**src/rtl/tmt_pkg.sv**
```systemverilog
// Shared types, constants and generator functions for the TinyMT32 block.
package tmt_pkg;

  // Generator parameters
  localparam logic [31:0] MAT1      = 32'h8f7011ee;
  localparam logic [31:0] MAT2      = 32'hfc78ff1f;
  localparam logic [31:0] TMAT      = 32'h3793fdff;
  localparam logic [31:0] INIT_MULT = 32'h6c078965;
  localparam logic [31:0] LOW31     = 32'h7fffffff;

  // Replacement words for a degenerate seeded state
  localparam logic [31:0] CH_T = 32'h0000_0054;
  localparam logic [31:0] CH_I = 32'h0000_0049;
  localparam logic [31:0] CH_N = 32'h0000_004e;
  localparam logic [31:0] CH_Y = 32'h0000_0059;

  // Seeding and skip structure
  localparam int SEED_ROUNDS     = 7;
  localparam int SEED_STEPS      = 8;
  localparam int ROUND_W         = 3;
  localparam int SKIP_STEP_BITS  = 7;
  localparam int STEP_CNT_W      = SKIP_STEP_BITS;
  localparam int SKIP_HI_W       = 32 - SKIP_STEP_BITS;
  localparam int JUMP_LEVELS_MAX = 25;
  localparam int ROM_IDX_W       = 5;
  localparam int POLY_W          = 128;
  localparam int JCNT_W          = 7;

  // Small queues on both sides of the sequencer
  localparam int Q_DEPTH = 2;
  localparam int QPTR_W  = $clog2(Q_DEPTH);
  localparam int QCNT_W  = $clog2(Q_DEPTH + 1);

  typedef enum logic [1:0] {
    KIND_SEED = 2'd0,
    KIND_LOAD = 2'd1,
    KIND_NEXT = 2'd2,
    KIND_SKIP = 2'd3
  } kind_t;

  // Classified command word: seed and skip count sit in the low 32 bits
  typedef struct packed {
    kind_t        kind;
    logic [127:0] data;
  } cmd_t;

  typedef enum logic [2:0] {
    ST_IDLE,
    ST_SEED_MUL,
    ST_SEED_MIX,
    ST_SEED_FIX,
    ST_STEP,
    ST_LEVEL,
    ST_JUMP,
    ST_JUMP_END
  } core_state_t;

  // One generator step on {w3, w2, w1, w0}
  function automatic logic [127:0] tmt_step(input logic [127:0] s);
    logic [31:0] x;
    logic [31:0] y;
    logic [31:0] m;
    logic [127:0] r;
    x = (s[31:0] & LOW31) ^ s[63:32] ^ s[95:64];
    x = x ^ {x[30:0], 1'b0};
    y = s[127:96];
    y = y ^ {1'b0, y[31:1]} ^ x;
    m = {32{y[0]}};
    r[31:0]   = s[63:32];
    r[63:32]  = s[95:64] ^ (m & MAT1);
    r[95:64]  = x ^ {y[21:0], 10'd0} ^ (m & MAT2);
    r[127:96] = y;
    return r;
  endfunction

  // Output tempering of a state
  function automatic logic [31:0] tmt_temper(input logic [127:0] s);
    logic [31:0] t0;
    logic [31:0] t1;
    t1 = s[31:0] + {8'd0, s[95:72]};
    t0 = s[127:96] ^ t1;
    if (t1[0]) begin
      t0 = t0 ^ TMAT;
    end
    return t0;
  endfunction

  // Jump polynomials, bit j is consumed at jump step j (lower half first)
  function automatic logic [POLY_W-1:0] tmt_jump_row(input logic [ROM_IDX_W-1:0] idx);
    logic [POLY_W-1:0] r;
    case (idx)
      5'd0:  r = {64'h68f6c067369601df, 64'h9654f148a90fcec5};
      5'd1:  r = {64'h3acf552103dbbf73, 64'hb9e15caa5f8d586b};
      5'd2:  r = {64'h2528779341278769, 64'h149df0a3ce8a313d};
      5'd3:  r = {64'h5ab81fcd13ccd9fa, 64'hce6673b3d158340e};
      5'd4:  r = {64'h3f8285b29763f1a0, 64'h84c1c823c273e23b};
      5'd5:  r = {64'h2e1bd6473d093826, 64'h61def4964ec4ab34};
      5'd6:  r = {64'h33ae14e5d2005a71, 64'h334a0fe77ab182de};
      5'd7:  r = {64'h0e06f5b1e69f0174, 64'hba589ce43d24301d};
      5'd8:  r = {64'h0586e1d6b2670a75, 64'h86bf0979d37c9a1e};
      5'd9:  r = {64'h55d7db08d9d6e575, 64'h6f1cde00c5428bd5};
      5'd10: r = {64'h457372c828f32370, 64'h55bf4c862403495b};
      5'd11: r = {64'h7d9a80f7f39cdc7f, 64'ha37711f1e4e489c5};
      5'd12: r = {64'h7c5c99ea483c815a, 64'h9f1173b680f6752e};
      5'd13: r = {64'h658cd2f421d18c04, 64'h41fbd20233bcb628};
      5'd14: r = {64'h694898799783db46, 64'hc8fc1f0f485cc220};
      5'd15: r = {64'h4cf6c5ecc4826e0b, 64'h8e695f0109724eb6};
      5'd16: r = {64'h2a5eaf3a194065dc, 64'hf9b4e14b65c67175};
      5'd17: r = {64'h475fa9dca8a63e5a, 64'hf2272003ed156055};
      5'd18: r = {64'h73ab53c0e246197f, 64'h97191167e296db49};
      5'd19: r = {64'h20999170716ca869, 64'h203777ca7d356342};
      5'd20: r = {64'h5dcb2d78b3e9ca0f, 64'h7222f0529a9dd99c};
      5'd21: r = {64'h197365ac9569a8b4, 64'h6dd7a644730f081a};
      5'd22: r = {64'h2a472d665ef39ef4, 64'h0d7382718dc46f8f};
      5'd23: r = {64'h74284a9019b6eae3, 64'hafb1a319fcfd8eb7};
      5'd24: r = {64'h40afea91e9ad4b2c, 64'h58440d15ded1d336};
      default: r = '0;
    endcase
    return r;
  endfunction

endpackage

```
**src/rtl/tmt_front.sv**
```systemverilog
// Input side: classifies incoming words and queues them as commands.
module tmt_front (
  input  logic          clk,
  input  logic          rst_n,
  input  logic          in_push,
  output logic          in_full,
  input  logic [1:0]    in_kind,
  input  logic [31:0]   in_seed,
  input  logic [31:0]   in_word0,
  input  logic [31:0]   in_word1,
  input  logic [31:0]   in_word2,
  input  logic [31:0]   in_word3,
  input  logic [31:0]   in_count,
  output tmt_pkg::cmd_t cmd,
  output logic          cmd_valid,
  input  logic          cmd_pop
);
  import tmt_pkg::*;

  cmd_t              mem_r [Q_DEPTH];
  logic [QPTR_W-1:0] wr_ptr_r, wr_ptr_nxt;
  logic [QPTR_W-1:0] rd_ptr_r, rd_ptr_nxt;
  logic [QCNT_W-1:0] cnt_r, cnt_nxt;
  logic              wr_en;
  logic              rd_en;
  cmd_t              cls;

  // Pack only the fields each kind uses
  always_comb begin
    cls.kind = kind_t'(in_kind);
    cls.data = '0;
    case (kind_t'(in_kind))
      KIND_SEED: cls.data = {96'd0, in_seed};
      KIND_LOAD: cls.data = {in_word3, in_word2, in_word1, in_word0};
      KIND_SKIP: cls.data = {96'd0, in_count};
      default:   cls.data = '0;
    endcase
  end

  // Queue bookkeeping
  assign in_full   = (cnt_r == QCNT_W'(Q_DEPTH));
  assign cmd_valid = (cnt_r != '0);
  assign cmd       = mem_r[rd_ptr_r];
  assign wr_en     = in_push && !in_full;
  assign rd_en     = cmd_pop && cmd_valid;

  always_comb begin
    wr_ptr_nxt = wr_en ? wr_ptr_r + 1'b1 : wr_ptr_r;
    rd_ptr_nxt = rd_en ? rd_ptr_r + 1'b1 : rd_ptr_r;
    cnt_nxt    = cnt_r;
    if (wr_en && !rd_en) begin
      cnt_nxt = cnt_r + 1'b1;
    end else if (rd_en && !wr_en) begin
      cnt_nxt = cnt_r - 1'b1;
    end
  end

  always_ff @(posedge clk) begin
    if (!rst_n) begin
      wr_ptr_r <= '0;
      rd_ptr_r <= '0;
      cnt_r    <= '0;
    end else begin
      wr_ptr_r <= wr_ptr_nxt;
      rd_ptr_r <= rd_ptr_nxt;
      cnt_r    <= cnt_nxt;
    end
  end

  // Command storage
  always_ff @(posedge clk) begin
    if (wr_en) begin
      mem_r[wr_ptr_r] <= cls;
    end
  end

endmodule

```
**src/rtl/tmt_core.sv**
```systemverilog
// Sequencer: runs seeding, stepping, tempering and polynomial jumps.
module tmt_core #(
  parameter int JUMP_LEVELS = tmt_pkg::JUMP_LEVELS_MAX
) (
  input  logic          clk,
  input  logic          rst_n,
  input  tmt_pkg::cmd_t cmd,
  input  logic          cmd_valid,
  output logic          cmd_pop,
  input  logic          res_full,
  output logic          res_push,
  output logic [31:0]   res_value
);
  import tmt_pkg::*;

  localparam int LVL_W = $clog2(JUMP_LEVELS + 1);

  core_state_t            state_r, state_nxt;
  logic [127:0]           words_r, words_nxt;
  logic [127:0]           acc_r, acc_nxt;
  logic [POLY_W-1:0]      poly_r, poly_nxt;
  logic [31:0]            prod_r, prod_nxt;
  logic [ROUND_W-1:0]     round_r, round_nxt;
  logic [STEP_CNT_W-1:0]  cnt_r, cnt_nxt;
  logic [SKIP_HI_W-1:0]   skip_r, skip_nxt;
  logic [LVL_W-1:0]       level_r, level_nxt;
  logic [JCNT_W-1:0]      jcnt_r, jcnt_nxt;

  logic [127:0] step_w;
  logic [1:0]   src_idx;
  logic [1:0]   dst_idx;
  logic [31:0]  mix_src;
  logic [31:0]  mix_word;
  logic         is_next;
  logic         levels_done;
  logic         seed_zero;

  assign step_w      = tmt_step(words_r);
  assign res_value   = tmt_temper(step_w);
  assign is_next     = (cmd.kind == KIND_NEXT);
  assign levels_done = (skip_r == '0) || (level_r == LVL_W'(JUMP_LEVELS));
  assign seed_zero   = ((words_r[31:0] & LOW31) == '0) && (words_r[127:32] == '0);

  // Seed round operands: source word (i-1), destination word i
  assign src_idx  = 2'(round_r - 1'b1);
  assign dst_idx  = round_r[1:0];
  assign mix_word = words_r[32*src_idx +: 32];
  assign mix_src  = mix_word ^ {30'd0, mix_word[31:30]};

  // Next state
  always_comb begin
    state_nxt = state_r;
    unique case (state_r)
      ST_IDLE: begin
        if (cmd_valid) begin
          case (cmd.kind)
            KIND_SEED: state_nxt = ST_SEED_MUL;
            KIND_SKIP: state_nxt = ST_STEP;
            default:   state_nxt = ST_IDLE;
          endcase
        end
      end
      ST_SEED_MUL: state_nxt = ST_SEED_MIX;
      ST_SEED_MIX: begin
        state_nxt = (round_r == ROUND_W'(SEED_ROUNDS)) ? ST_SEED_FIX : ST_SEED_MUL;
      end
      ST_SEED_FIX: state_nxt = ST_STEP;
      ST_STEP: begin
        if (cnt_r == '0) begin
          state_nxt = ST_LEVEL;
        end
      end
      ST_LEVEL: begin
        if (levels_done) begin
          state_nxt = ST_IDLE;
        end else if (skip_r[0]) begin
          state_nxt = ST_JUMP;
        end
      end
      ST_JUMP: begin
        if (jcnt_r == '1) begin
          state_nxt = ST_JUMP_END;
        end
      end
      ST_JUMP_END: state_nxt = ST_LEVEL;
      default:     state_nxt = ST_IDLE;
    endcase
  end

  // Queue handshakes: a next word needs room for its result
  always_comb begin
    cmd_pop  = 1'b0;
    res_push = 1'b0;
    unique case (state_r)
      ST_IDLE: begin
        cmd_pop  = cmd_valid && (!is_next || !res_full);
        res_push = cmd_valid && is_next && !res_full;
      end
      default: begin
        cmd_pop  = 1'b0;
        res_push = 1'b0;
      end
    endcase
  end

  // Datapath
  always_comb begin
    words_nxt = words_r;
    acc_nxt   = acc_r;
    poly_nxt  = poly_r;
    prod_nxt  = prod_r;
    round_nxt = round_r;
    cnt_nxt   = cnt_r;
    skip_nxt  = skip_r;
    level_nxt = level_r;
    jcnt_nxt  = jcnt_r;
    case (state_r)
      ST_IDLE: begin
        if (cmd_pop) begin
          case (cmd.kind)
            KIND_SEED: begin
              words_nxt = {TMAT, MAT2, MAT1, cmd.data[31:0]};
              round_nxt = ROUND_W'(1);
            end
            KIND_LOAD: words_nxt = cmd.data;
            KIND_NEXT: words_nxt = step_w;
            default: begin
              cnt_nxt   = cmd.data[STEP_CNT_W-1:0];
              skip_nxt  = cmd.data[31:SKIP_STEP_BITS];
              level_nxt = '0;
            end
          endcase
        end
      end
      ST_SEED_MUL: prod_nxt = INIT_MULT * mix_src;
      ST_SEED_MIX: begin
        words_nxt[32*dst_idx +: 32] = words_r[32*dst_idx +: 32]
                                      ^ (prod_r + {{(32-ROUND_W){1'b0}}, round_r});
        round_nxt = round_r + 1'b1;
      end
      ST_SEED_FIX: begin
        if (seed_zero) begin
          words_nxt = {CH_Y, CH_N, CH_I, CH_T};
        end
        cnt_nxt  = STEP_CNT_W'(SEED_STEPS);
        skip_nxt = '0;
      end
      ST_STEP: begin
        if (cnt_r != '0) begin
          words_nxt = step_w;
          cnt_nxt   = cnt_r - 1'b1;
        end
      end
      ST_LEVEL: begin
        if (!levels_done) begin
          skip_nxt  = skip_r >> 1;
          level_nxt = level_r + 1'b1;
          if (skip_r[0]) begin
            poly_nxt = tmt_jump_row(ROM_IDX_W'(level_r));
            acc_nxt  = '0;
            jcnt_nxt = '0;
          end
        end
      end
      ST_JUMP: begin
        if (poly_r[0]) begin
          acc_nxt = acc_r ^ words_r;
        end
        words_nxt = step_w;
        poly_nxt  = poly_r >> 1;
        jcnt_nxt  = jcnt_r + 1'b1;
      end
      ST_JUMP_END: words_nxt = acc_r;
      default: ;
    endcase
  end

  // Control and generator state
  always_ff @(posedge clk) begin
    if (!rst_n) begin
      state_r <= ST_IDLE;
      words_r <= '0;
      acc_r   <= '0;
      round_r <= '0;
      cnt_r   <= '0;
      skip_r  <= '0;
      level_r <= '0;
      jcnt_r  <= '0;
    end else begin
      state_r <= state_nxt;
      words_r <= words_nxt;
      acc_r   <= acc_nxt;
      round_r <= round_nxt;
      cnt_r   <= cnt_nxt;
      skip_r  <= skip_nxt;
      level_r <= level_nxt;
      jcnt_r  <= jcnt_nxt;
    end
  end

  // Operand registers
  always_ff @(posedge clk) begin
    poly_r <= poly_nxt;
    prod_r <= prod_nxt;
  end

endmodule

```
**src/rtl/tmt_outq.sv**
```systemverilog
// Result side: two-entry queue of tempered output words.
module tmt_outq (
  input  logic        clk,
  input  logic        rst_n,
  input  logic        res_push,
  input  logic [31:0] res_value,
  output logic        res_full,
  output logic        out_empty,
  input  logic        out_pop,
  output logic [31:0] out_value
);
  import tmt_pkg::*;

  logic [31:0]       mem_r [Q_DEPTH];
  logic [QPTR_W-1:0] wr_ptr_r, wr_ptr_nxt;
  logic [QPTR_W-1:0] rd_ptr_r, rd_ptr_nxt;
  logic [QCNT_W-1:0] cnt_r, cnt_nxt;
  logic              wr_en;
  logic              rd_en;

  assign res_full  = (cnt_r == QCNT_W'(Q_DEPTH));
  assign out_empty = (cnt_r == '0);
  assign out_value = mem_r[rd_ptr_r];
  assign wr_en     = res_push && !res_full;
  assign rd_en     = out_pop && !out_empty;

  // Pointer and fill count update
  always_comb begin
    wr_ptr_nxt = wr_en ? wr_ptr_r + 1'b1 : wr_ptr_r;
    rd_ptr_nxt = rd_en ? rd_ptr_r + 1'b1 : rd_ptr_r;
    cnt_nxt    = cnt_r;
    if (wr_en && !rd_en) begin
      cnt_nxt = cnt_r + 1'b1;
    end else if (rd_en && !wr_en) begin
      cnt_nxt = cnt_r - 1'b1;
    end
  end

  always_ff @(posedge clk) begin
    if (!rst_n) begin
      wr_ptr_r <= '0;
      rd_ptr_r <= '0;
      cnt_r    <= '0;
    end else begin
      wr_ptr_r <= wr_ptr_nxt;
      rd_ptr_r <= rd_ptr_nxt;
      cnt_r    <= cnt_nxt;
    end
  end

  // Word storage
  always_ff @(posedge clk) begin
    if (wr_en) begin
      mem_r[wr_ptr_r] <= res_value;
    end
  end

endmodule

```
**src/rtl/tinymt32_generator_with_jump.sv**
```systemverilog
// TinyMT32 generator with skip-ahead: top level.
// Next word: its result is written into the output queue as the sequencer takes it; one next
// word per cycle while the sequencer is idle and the output queue has room. Seed: 7 rounds of
// a multiply and a mix state (one multiplier), then a fix-up state and the seeding steps. Skip:
// low 7 count bits as steps, a polynomial jump per set bit above. Queues of 2 entries per side.
// Reset clears both queues and the sequencer; the generator state reads as all zero.
module tinymt32_generator_with_jump #(
  parameter int JUMP_LEVELS = tmt_pkg::JUMP_LEVELS_MAX
) (
  input  logic        clk,
  input  logic        rst_n,
  input  logic        in_push,
  output logic        in_full,
  input  logic [1:0]  in_kind,
  input  logic [31:0] in_seed,
  input  logic [31:0] in_word0,
  input  logic [31:0] in_word1,
  input  logic [31:0] in_word2,
  input  logic [31:0] in_word3,
  input  logic [31:0] in_count,
  output logic        out_empty,
  input  logic        out_pop,
  output logic [31:0] out_value
);
  import tmt_pkg::*;

  cmd_t        cmd;
  logic        cmd_valid;
  logic        cmd_pop;
  logic        res_full;
  logic        res_push;
  logic [31:0] res_value;

  tmt_front u_front (
    .clk       (clk),
    .rst_n     (rst_n),
    .in_push   (in_push),
    .in_full   (in_full),
    .in_kind   (in_kind),
    .in_seed   (in_seed),
    .in_word0  (in_word0),
    .in_word1  (in_word1),
    .in_word2  (in_word2),
    .in_word3  (in_word3),
    .in_count  (in_count),
    .cmd       (cmd),
    .cmd_valid (cmd_valid),
    .cmd_pop   (cmd_pop)
  );

  tmt_core #(
    .JUMP_LEVELS (JUMP_LEVELS)
  ) u_core (
    .clk       (clk),
    .rst_n     (rst_n),
    .cmd       (cmd),
    .cmd_valid (cmd_valid),
    .cmd_pop   (cmd_pop),
    .res_full  (res_full),
    .res_push  (res_push),
    .res_value (res_value)
  );

  tmt_outq u_outq (
    .clk       (clk),
    .rst_n     (rst_n),
    .res_push  (res_push),
    .res_value (res_value),
    .res_full  (res_full),
    .out_empty (out_empty),
    .out_pop   (out_pop),
    .out_value (out_value)
  );

  // A result is never written into a full output queue
  a_push_room: assert property (@(posedge clk) disable iff (!rst_n)
    res_push |-> !res_full)
    else $error("result written into full output queue");

  // The sequencer only takes a command that is there
  a_pop_valid: assert property (@(posedge clk) disable iff (!rst_n)
    cmd_pop |-> cmd_valid)
    else $error("command taken from empty queue");

  // Only a next word produces a result
  a_push_next: assert property (@(posedge clk) disable iff (!rst_n)
    res_push |-> (cmd_pop && cmd.kind == KIND_NEXT))
    else $error("result produced by a non-next command");

  // Both queues come out of reset empty
  a_reset_empty: assert property (@(posedge clk)
    !rst_n |=> (out_empty && !in_full))
    else $error("queues not empty after reset");

endmodule
```
**config.mk**
```make
export PLATFORM = sky130hd
export DESIGN_NAME = tinymt32_generator_with_jump
export DESIGN_NICKNAME = d
export VERILOG_FILES = /design/src/rtl/tmt_pkg.sv /design/src/rtl/tmt_front.sv /design/src/rtl/tmt_core.sv /design/src/rtl/tmt_outq.sv /design/src/rtl/tinymt32_generator_with_jump.sv
export SDC_FILE = /design/constraint.sdc
export NUM_CORES = 2
export LEC_CHECK = 0
export ABC_AREA = 1
export BUFFER_PORTS_ARGS = -buffer_cell sky130_fd_sc_hd__buf_4
export CAP_MARGIN = 40
export CORE_MARGIN = 1
export CORE_UTILIZATION = 30
export CTS_BUF_LIST = sky130_fd_sc_hd__clkbuf_2 sky130_fd_sc_hd__clkbuf_4 sky130_fd_sc_hd__clkbuf_8
export DETAILED_ROUTE_END_ITERATION = 8
export GPL_ROUTABILITY_DRIVEN = 0
export PLACE_DENSITY = 0.42
export SYNTH_ARGS = -nofsm -noshare
export SYNTH_HDL_FRONTEND = slang
export SYNTH_MEMORY_MAX_BITS = 65536
export SYNTH_SLANG_ARGS = --single-unit
```
**constraint.sdc**
```tcl
create_clock -name clk -period 25.1 [get_ports clk]
set_clock_uncertainty 0.05 [all_clocks]
set_input_delay 1.255 -clock clk [delete_from_list [all_inputs] [get_ports clk]]
set_output_delay 1.255 -clock clk [all_outputs]
set_load 0.02 [all_outputs]
```
==> qor.csv <==
stage,metric,value,unit
outcome,status,"complete, no violations",
setup_path,cp_data_required_time,25750,ps
yosys,synth_flop_cell,edfxtp_1,
setup_path,critPathCaptureType,flip-flop,
finish,area_growth,14.71,%
cts,root_buffer,clkbuf_8,
die,dieWidth,450.0,um
die,fp.coreArea,199700,sq um
sta,final_max_slew_viol_count,0,
yosys,yosysWarnings,0,
setup_path,slowest_delay,830,ps
sta,finalSetupTns,0,ps
setup_path,crit_type,reg2reg,
grt,grt_overflow,0,
finish,fin_cells,11000,
detailed_routing,drc_errors,0,
cts,postCtsSetupRepairBufs,0,
detailed_routing,drtAntennaViolNets,0,
finish,finish.instance_area,69070,sq um
cts,cts_max_level,4,
yosys,ys_ff_latch,926,
detailed_routing,wl_per_cell,25.89,um
cts,path_clk_slew,60,ps
setup_path,r2r-start,u_core.round_r[0],
grt,grt_pass1_vias,55240,
setup_path,critPathBufInv,9,
yosys,async_flop_share,0,
sta,final.min_clock_period,10330,ps
placement,dpl-instance-area,65280,sq um
finish,final_common_cell,nand2_1,
detailed_routing,vias,58260,
sta,worst_pin_slew,934.3,ps
yosys,synth_seq_area_share,0.3882,
setup_path,critPathTopFamily,adder cells,
setup_path,cpMaxStageDelayCell,dfxtp_4,
yosys,syn-mean-instance-area,7.509,sq um
setup_path,critPathLaunchType,flip-flop,
grt,grt_pass1_wl,403.3,mm
setup_path,arrival,10980,ps
cts,ctsHoldBuffers,0,
die,io_pins,232,
detailed_routing,vias_per_cell,5.298,
detailed_routing,drt_iter0_drc,7275,
sta,setup_violations,0,
yosys,synth_cell_types,54,
cts,cts_resized,0,
yosys,syn_inst,8019,
grt,track_usage,0.2730,
hold_path,min_delay_path_depth,1,
cts,numCtsBuffers,177,
yosys,synth.area.top_cells,"edfxtp_1 (24%), nand2_1 (15%), dfxtp_1 (15%)",
detailed_routing,drt-total-wl,284.7,mm
grt,grt_max_degree,112,
hold_path,hold_path_end,u_core.acc_r[127],
cts,clkLatencyLatePin,1000,ps
placement,dp_cells,10660,
finish,final_cell_mix,"nand2_1 (2,376), inv_1 (845), nor2_1 (614)",
finish,layout-drive-gt1-share,0.1006,
hold_path,min-delay-path-class,reg2reg,
yosys,yosysTopAreaCellShare,0.2409,
finish,final_nets,8811,
die,fp-row-count,164,
detailed_routing,first_pass_iters,7,
setup_path,reg2reg_depth,30,
setup_path,cp_common_cell,fa_1,
placement,portBuffers,231,
sta,rsz0062_at_grt,no,
die,die_h,450.0,um
setup_path,worstReg2RegEnd,u_core.prod_r[31],
job,max_cap_violations,0,
placement,hpwl,208.4,mm
die,initial_core_util,0.3016,
yosys,synth_edf_count,483,
sta,hold_viol,0,
yosys,synth_area_leader_cell,edfxtp_1,
cts,max-clock-path-buffers,3,
die,dieArea,202500,sq um
hold_path,hp-start,u_core.acc_r[127],
setup_path,worst-r2r-setup-slack,14780,ps
sta,fmax,0.09685,GHz
setup_path,critPathMaxFanout,81,
grt,antenna_found_initial,14,
yosys,syn_nets,8647,
yosys,syn_area,60210,sq um
cts,cts_tree,yes,
cts,cts.sink_count,926,
sta,period_share,0.4114,
sta,slew_headroom,0.3706,
[area by class of cell]
class	count	area (sq um)
Sequential cell	926	23380
Fill cell	21310	130600
Multi-Input combinational cell	5788	31910
Clock inverter	60	511.7
Antenna cell	11	27.53
Clock buffer	264	3233
Tap cell	2656	3323
Timing Repair Buffer	416	3379
Inverter	874	3303
[worst register-to-register path: cells and delay by family (launching register included)]
family | cells | cell delay [ps]
AO/OA/AOI/OAI | 7 | 1930
flip-flops | 1 | 830
AND/OR/NAND/NOR | 4 | 400
buffers and inverters | 9 | 2390
adder cells (fa/ha/maj) | 10 | 4460
[worst max-delay path by stage]
stage               cells past startpoint               from  slack (ps)                 to
floorplan                              39  u_core.round_r[0]       15510  u_core.prod_r[24]
global placement                       30  u_core.round_r[0]       14950  u_core.prod_r[31]
detailed placement                     30  u_core.round_r[0]       15000  u_core.prod_r[31]
CTS                                    30  u_core.round_r[0]       14910  u_core.prod_r[31]
global route                           30  u_core.round_r[0]       14420  u_core.prod_r[31]
finish                                 30  u_core.round_r[0]       14780  u_core.prod_r[31]
[Yosys cell counts, types with 4 or more instances]
master     number
a31oi_1        30
o21bai_1        4
nor3_1         28
a221oi_1       16
inv_1         853
a21o_1         10
nand4_1        64
dfxtp_1       443
ha_1          282
buf_1          48
o2111ai_1      10
o221ai_1        5
a21oi_1       558
o211ai_1       63
a21boi_0        4
nand3b_1       20
o21ai_1       110
nor4_1         17
nand2_2         6
clkinv_1        9
buf_6          10
buf_2          83
fa_1          148
inv_2          12
o21ai_0       418
xor2_1        188
mux2i_1        22
nand3_1       461
edfxtp_1      483
a22oi_1        31
nand2_1      2379
mux2_2         32
xnor2_1        73
or2_2          17
a211oi_1       12
o21a_1          4
nor2_1        628
o22ai_1       107
and2_1          8
a32oi_1        10
clkbuf_1      288
[logic make-up (layout without fill, tap and decap cells)]
kind of cell,Yosys count,after routing,share of synthesized area
other,0,11,0
multiplexers,54,54,0.009642
AO/OA/AOI/OAI,1402,1402,0.1280
AND/OR/NAND/NOR,3641,3641,0.2440
buffers and inverters,1305,1614,0.08445
adder cells (fa/ha/maj),430,430,0.1078
flip-flops,926,926,0.3882
XOR/XNOR,261,261,0.03796
[routing by layer]
layer,part of all wire,global-route usage,vias to the layer above
li1,-,-,26620
met1,0.44,0.3843,28120
met2,0.42,0.4081,3030
met3,0.10,0.06127,474
met4,0.036,0.09407,8
met5,0.00019,0,-
[per-stage QoR]
| stage | hold slack (ps) | setup slack (ps) | util |
|---|---|---|---|
| after floorplan | 361.6 | 15510 | - |
| after global placement | 377.4 | 14950 | 0.3238 |
| after detailed placement | 384.9 | 15000 | 0.3270 |
| after CTS | 377.8 | 14910 | 0.3457 |
| after global routing | 403.1 | 14420 | 0.3459 |
| final | 395.4 | 14780 | 0.3460 |
Power is left out: the tool's default activity adds up to more than one toggle a clock period on the data nets, which glitch-free logic cannot reach.
